**config.mk**
```make
export PLATFORM = sky130hd
export DESIGN_NAME = mtt_ctrl
export DESIGN_NICKNAME = d
export VERILOG_FILES = /design/src/mtt_pkg.sv /design/src/mtt_ctrl.sv
export SDC_FILE = /design/constraint.sdc
export NUM_CORES = 1
export LEC_CHECK = 0
export BUFFER_PORTS_ARGS = -buffer_cell sky130_fd_sc_hd__buf_4
export CORE_MARGIN = 8
export CORE_UTILIZATION = 57
export CTS_BUF_LIST = sky130_fd_sc_hd__clkbuf_4 sky130_fd_sc_hd__clkbuf_8
export DETAILED_ROUTE_END_ITERATION = 6
export PLACE_DENSITY = 0.86
export SYNTH_ARGS = -nofsm -noshare
export SYNTH_HDL_FRONTEND = slang
export SYNTH_SLANG_ARGS = --single-unit
```
**constraint.sdc**
```tcl
create_clock -name clk -period 3.5 [get_ports clk]
set_input_delay 0.525 -clock clk [delete_from_list [all_inputs] [get_ports clk]]
set_output_delay 0.525 -clock clk [all_outputs]
set_load 0.01 [all_outputs]
```
**src/mtt_pkg.sv**
```systemverilog
// Shared types, constants and state encoding for the point mover.
package mtt_pkg;

    localparam int FRAC_BITS_DEF = 16;
    localparam int AXES          = 3;
    localparam int ROOT_W        = 33;
    localparam int SQRT_ITERS    = 33;
    localparam int DIV_ITERS     = 33;
    localparam int CNT_W         = 6;
    localparam int SEL_W         = 2;
    localparam int PADDR_W       = 3;

    localparam logic OP_STEP = 1'b0;
    localparam logic OP_LOAD = 1'b1;

    localparam logic REG_SPEED = 1'b0;

    typedef struct packed {
        logic        op;
        logic [31:0] target_x;
        logic [31:0] target_y;
        logic [31:0] target_z;
        logic [15:0] time_step;
    } req_t;

    typedef struct packed {
        logic        moving;
        logic [31:0] pos_x;
        logic [31:0] pos_y;
        logic [31:0] pos_z;
    } rsp_t;

    typedef enum logic [3:0] {
        ST_IDLE,
        ST_LOAD,
        ST_DIFF,
        ST_SQ,
        ST_RINIT,
        ST_ROOT,
        ST_DECIDE,
        ST_MUL,
        ST_DINIT,
        ST_DIV,
        ST_MOVE,
        ST_FIN
    } state_t;

    typedef struct packed {
        logic             capture;
        logic             diff;
        logic             acc_en;
        logic             root_init;
        logic             root_step;
        logic             prod_en;
        logic             div_init;
        logic             div_step;
        logic             move;
        logic             snap;
        logic             snap_moving;
        logic             out_load;
        logic [SEL_W-1:0] sel;
    } cmd_t;

    typedef struct packed {
        logic op_load;
        logic arrive;
        logic over;
    } status_t;

endpackage

```
**src/mtt_ctrl.sv**
```systemverilog
// Sequencer for the point mover: walks each word through the datapath phases.
module mtt_ctrl (
    input  logic             clk,
    input  logic             rst_n,
    input  logic             req_valid,
    input  logic             rsp_stall,
    input  mtt_pkg::status_t status,
    output mtt_pkg::cmd_t    cmd,
    output logic             req_stall,
    output logic             rsp_valid
);
    import mtt_pkg::*;

    state_t           state_reg, state_next;
    logic [CNT_W-1:0] cnt_reg, cnt_next;
    logic             rsp_valid_reg, rsp_valid_next;
    logic             accept;
    logic             out_free;

    assign accept    = req_valid && (state_reg == ST_IDLE);
    assign req_stall = (state_reg != ST_IDLE);
    assign rsp_valid = rsp_valid_reg;
    assign out_free  = !rsp_valid_reg || !rsp_stall;

    always_ff @(posedge clk or negedge rst_n)
    begin
        if (!rst_n)
        begin
            state_reg     <= ST_IDLE;
            cnt_reg       <= '0;
            rsp_valid_reg <= 1'b0;
        end
        else
        begin
            state_reg     <= state_next;
            cnt_reg       <= cnt_next;
            rsp_valid_reg <= rsp_valid_next;
        end
    end

    // next state
    always_comb
    begin
        state_next = state_reg;
        cnt_next   = cnt_reg;
        unique case (state_reg)
            ST_IDLE:
            begin
                cnt_next = '0;
                if (accept)
                    state_next = (status.op_load == OP_LOAD) ? ST_LOAD : ST_DIFF;
            end
            ST_LOAD:  state_next = ST_FIN;
            ST_DIFF:  state_next = ST_SQ;
            ST_SQ:
            begin
                if (cnt_reg == CNT_W'(AXES - 1))
                begin
                    cnt_next   = '0;
                    state_next = ST_RINIT;
                end
                else
                    cnt_next = cnt_reg + 1'b1;
            end
            ST_RINIT: state_next = ST_ROOT;
            ST_ROOT:
            begin
                if (cnt_reg == CNT_W'(SQRT_ITERS - 1))
                begin
                    cnt_next   = '0;
                    state_next = ST_DECIDE;
                end
                else
                    cnt_next = cnt_reg + 1'b1;
            end
            ST_DECIDE:
            begin
                if (status.arrive || status.over)
                    state_next = ST_FIN;
                else
                    state_next = ST_MUL;
            end
            ST_MUL:
            begin
                if (cnt_reg == CNT_W'(AXES - 1))
                begin
                    cnt_next   = '0;
                    state_next = ST_DINIT;
                end
                else
                    cnt_next = cnt_reg + 1'b1;
            end
            ST_DINIT: state_next = ST_DIV;
            ST_DIV:
            begin
                if (cnt_reg == CNT_W'(DIV_ITERS - 1))
                begin
                    cnt_next   = '0;
                    state_next = ST_MOVE;
                end
                else
                    cnt_next = cnt_reg + 1'b1;
            end
            ST_MOVE:  state_next = ST_FIN;
            ST_FIN:
            begin
                if (out_free)
                    state_next = ST_IDLE;
            end
            default:  state_next = ST_IDLE;
        endcase
    end

    // outputs
    always_comb
    begin
        cmd            = '0;
        cmd.sel        = cnt_reg[SEL_W-1:0];
        rsp_valid_next = rsp_valid_reg && rsp_stall;
        unique case (state_reg)
            ST_IDLE:   cmd.capture = accept;
            ST_LOAD:   cmd.snap = 1'b1;
            ST_DIFF:   cmd.diff = 1'b1;
            ST_SQ:     cmd.acc_en = 1'b1;
            ST_RINIT:  cmd.root_init = 1'b1;
            ST_ROOT:   cmd.root_step = 1'b1;
            ST_DECIDE:
            begin
                // arrival wins over overshoot
                cmd.snap        = status.arrive || status.over;
                cmd.snap_moving = !status.arrive;
            end
            ST_MUL:    cmd.prod_en = 1'b1;
            ST_DINIT:  cmd.div_init = 1'b1;
            ST_DIV:    cmd.div_step = 1'b1;
            ST_MOVE:   cmd.move = 1'b1;
            ST_FIN:
            begin
                cmd.out_load = out_free;
                if (out_free)
                    rsp_valid_next = 1'b1;
            end
            default:   cmd = '0;
        endcase
    end

    a_accept_busy: assert property (@(posedge clk) disable iff (!rst_n)
        accept |=> (state_reg != ST_IDLE))
        else $error("controller still idle after accepting a word");

    a_root_done: assert property (@(posedge clk) disable iff (!rst_n)
        (state_reg == ST_ROOT && cnt_reg == CNT_W'(SQRT_ITERS - 1)) |=>
        (state_reg == ST_DECIDE))
        else $error("square root did not hand over to decision");

    a_rsp_from_fin: assert property (@(posedge clk) disable iff (!rst_n)
        $rose(rsp_valid_reg) |-> $past(state_reg == ST_FIN))
        else $error("result raised outside finish state");

endmodule

```
Yosys cells after proc, flatten, opt, wreduce, memory -nomap -nowiden
Cells that the tools add are included.
{ "word_totals": {"ff_bits": 11, "in_bits": 7, "elab_cells": 65} }
{ "op_classes": {"addsub": 1, "n_eq_ne": 19, "mux": 27, "n_reduce_logical": 15} }
{ "ops": {"columns": ["operator", "n"], "rows": [
  ["$pmux W4 S11", 1],
  ["$mux W4", 7],
  ["$pmux W6 S3", 1],
  ["$eq A4 B3 Y1 const B", 4],
  ["$eq A4 B4 Y1 const B", 4],
  ["$mux W1", 13],
  ["$mux W6", 2],
  ["$ne A2 B2 Y1 const B", 6],
  ["$reduce_or A12 Y1", 1],
  ["$eq A4 B2 Y1 const B", 2],
  ["$add A6 B1 Y6 const B", 1],
  ["$eq A6 B2 Y1 const B", 1],
  ["$eq A6 B6 Y1 const B", 1],
  ["$reduce_and A6 Y1", 1],
  ["$reduce_or A2 Y1", 3],
  ["$eq A4 B1 Y1 const B", 1],
  ["$logic_not A4 Y1", 1],
  ["$mux W2", 2],
  ["$reduce_bool A4 Y1", 1],
  ["$logic_not A1 Y1", 3],
  ["$reduce_bool A3 Y1", 1],
  ["$logic_and A1 B1 Y1", 2],
  ["$logic_or A1 B1 Y1", 2],
  ["$pmux W1 S2", 1]
]} }

Longest topological paths before layout
{ "logic_depth": {"ltp_word": 4, "mapped_depth": 7} }

Worst setup path before layout
OpenSTA, ideal clock, no wires.
{ "synth_path": {"kind": "flip-flop to output port", "startpoint": "register state_reg[3]", "endpoint": "output port cmd[3] in the netlist's numbering", "arrival_time_ns": 1.186, "t_required_ns": 2.975, "path_slack_ns": 1.789, "stages_incl_launch_ff": 5, "n_path_buf": 2, "cell_sequence": "dfrtp_1 > buf_2 > clkbuf_1 > nand2b_1 > nor3_1"} }
{ "synth_rtl": {"columns": ["element", "line_no", "source"], "rows": [
  ["start, declared", "mtt_ctrl.sv:14", "state_t state_reg, state_next;"],
  ["start signal, assigned", "mtt_ctrl.sv:35", "state_reg <= state_next;"],
  ["end, declared", "mtt_ctrl.sv:8", "output mtt_pkg::cmd_t cmd,"]
]} }

==> impl_metrics.py <==
metrics = {
    "cells_and_area": {
        "drive_gt1_share_pct": 24.6,
        "diodes": 0,
        "layout_common_cells": "buf_4, nor2_1, dfrtp_1, nand2_1, a21oi_1",
        "final_util_pct": 70.9,
        "stdcell_count": 146,
        "nNetsFinal": 141,
        "largest_reg_flops": 6,
        "areaGrowthSynthToFinish_pct": 22.3,
        "layout_commonest_cell": "buf_4",
    },
    "place": {
        "dp.cells": 142,
        "dp_slack_ns": 1.49,
        "gp_congestion": 0.843,
        "dpl.hpwl_um": 1700,
        "portBuffers": 22,
    },
    "logic_synthesis": {
        "postSynth.asyncResetShare_pct": 100,
        "synth.avg_cell_area_sq_um": 7.74,
        "ys_warn_count": 0,
        "synth-seq-area-share_pct": 32.6,
        "synth-seq-cells": 11,
        "synth_cells": 109,
        "synth_top_flop_cell": "dfrtp_1",
        "netlist_area_sq_um": 843,
        "yosysUniqueCellTypes": 36,
        "synth_nets": 119,
        "synth-edff-count": 0,
    },
    "worst_setup_path": {
        "r2r_setup_slack_ns": 1.52,
        "critPathBufInv": 1,
        "cp_top_family": "flip-flops",
        "start_kind": "flop",
        "worstRegToRegCells": 5,
        "arrival_ns": 1.84,
        "slowest_delay_ns": 0.69,
        "cp-end-kind": "primary output",
        "r2r_end": "cnt_reg[4]",
        "r2r_start": "state_reg[0]",
        "crit_path_top_delay_cell": "dfrtp_1",
        "crit_type": "flop to primary output",
        "critical_path.cell_chain": "nand2b_1 -> or2_2 -> a21oi_1 -> buf_4",
        "path_max_fanout": 17,
        "required_ns": 2.97,
    },
    "timing": {
        "clock_skew_ns": 0.000827,
        "timing.fmax_mhz": 423,
        "hold-worst-slack_ns": 0.0679,
        "tns_ns": 0,
        "hold_viol_final": 0,
        "fin_crit_sh_pct": 67.5,
        "rsz0062_at_grt": "no",
        "fin_ws_ns": 1.14,
        "layout_min_cycle_time_ns": 2.36,
        "drv_slew": 0,
        "setup_viol": 0,
        "tightestPinTransition_ns": 0.543,
        "maxSlewHeadroom_pct": 63.8,
    },
    "routing": {
        "ant_nets": 0,
        "dr.pass1.iters": 7,
        "wirelength_um": 2280,
        "vias_per_cell": 6.11,
        "routedWlPerCell_um": 15.6,
        "vias": 892,
        "drt_iter0_drc": 34,
        "post-route-drc-count": 0,
    },
    "grt": {
        "grt_use_total_pct": 15.9,
        "grt_pass1_vias": 785,
        "overflow": 0,
        "grt_start_max_net_pins": 18,
        "antenna_found_initial": 0,
        "grt_pass1_wl_um": 3460,
    },
    "floorplan": {
        "start_util_pct": 58.0,
        "io_pins": 23,
        "rows": 14,
        "die_area_sq_um": 2970,
        "die_w_um": 54.5,
        "fp.dieH_um": 54.5,
        "core_area_sq_um": 1450,
    },
    "clock_network": {
        "cts_buffers": 3,
        "cts_max_path_buffers": 2,
        "path_clk_slew_ns": 0.07,
        "worstSkewPairLatency_ns": 0.28,
        "htree_levels": 1,
        "cts-hold-fix-buffers": 0,
        "cts_tree": "yes",
        "cts_root_buf": "clkbuf_4",
        "cts.sinks": 11,
        "cts_setup_buffers": 0,
        "post_cts_resized": 0,
    },
    "outcome": {
        "status": "finished, final reports clean",
    },
    "power": {
        "power.leakage_nw": 0.464,
        "powerDensity_nw_per_um2": 914,
        "vdd_drop_max_v": 0.000638,
    },
    "flow_run": {
        "maxCapViolCount": 0,
    },
    "worst_hold_path": {
        "hold_class": "input port to asynchronous set/reset pin",
    },
}
[Yosys cell counts (3+ instances only)]
library cell  number  area share [%]
dfrtp_1           11              33
nor2_1            15             6.7
o21ai_0            8             4.7
nand3_1            3             1.8
inv_1              6             2.7
nand2b_1           4             3.0
a21oi_1            9             5.3
clkbuf_1           3             1.3
nand2_1            9             4.0
nor3_1             8             4.7
ha_1               3             4.5
[how the worst max path moves through the flow]
stage / from / slack, ns / end / depth (start not counted)
after floorplan: state_reg[3] / 1.79 / cmd[3] / 4
after global placement: state_reg[3] / 1.55 / cmd[2] / 4
after detailed placement: state_reg[3] / 1.49 / cmd[2] / 4
after CTS: state_reg[3] / 1.17 / cmd[2] / 4
after global routing: state_reg[3] / 1.09 / cmd[2] / 4
final: state_reg[3] / 1.14 / cmd[2] / 4
[power breakdown]
group	switching, mW	internal [mW]	leakage, nW
logic	0.313	0.253	0.307
clock network	0.0452	0.0520	0.0184
registers	0.106	0.174	0.139
[cells by family after synthesis]
group                      Yosys count  synth area share [%]
AOI/OAI and AO/OA                   32                  24.8
muxes                                1                  1.19
and+or+nand+nor                     48                  27.9
buffers and inverters               11                  5.93
DFF                                 11                  32.6
adders and majority gates            3                  4.45
xor gates and xnor gates             3                  3.12
[per-layer routing]
metal  part of all wire (%)  up-vias  wire (um)  track usage, %
li1                       -      426          -               -
met1                     39      417        891            17.7
met2                     49       40       1120            27.3
met3                    9.2        9        209            2.72
met4                    2.5        0         58            9.84
met5                      0        -          0               0
[layout make-up]
| cell class | instances | area, sq um |
|---|---|---|
| multi-input cells | 87 | 518 |
| inverters | 6 | 22.5 |
| flip-flops and latches | 11 | 275 |
| well taps | 16 | 20.0 |
| clock buffers | 4 | 30.0 |
| fillers | 136 | 423 |
| repair buffers | 22 | 165 |
[per-stage QoR]
| stage | cell area [sq um] | power (mW) |
|---|---|---|
| final | 1030 | 0.943 |
| after global routing | 1030 | 1.02 |
| after CTS | 1030 | 0.940 |
| after detailed placement | 1000 | 0.838 |
| after global placement | 1000 | 0.818 |
| after floorplan | 843 | 0.662 |
Note: power is estimated with default switching activity, not from simulation.
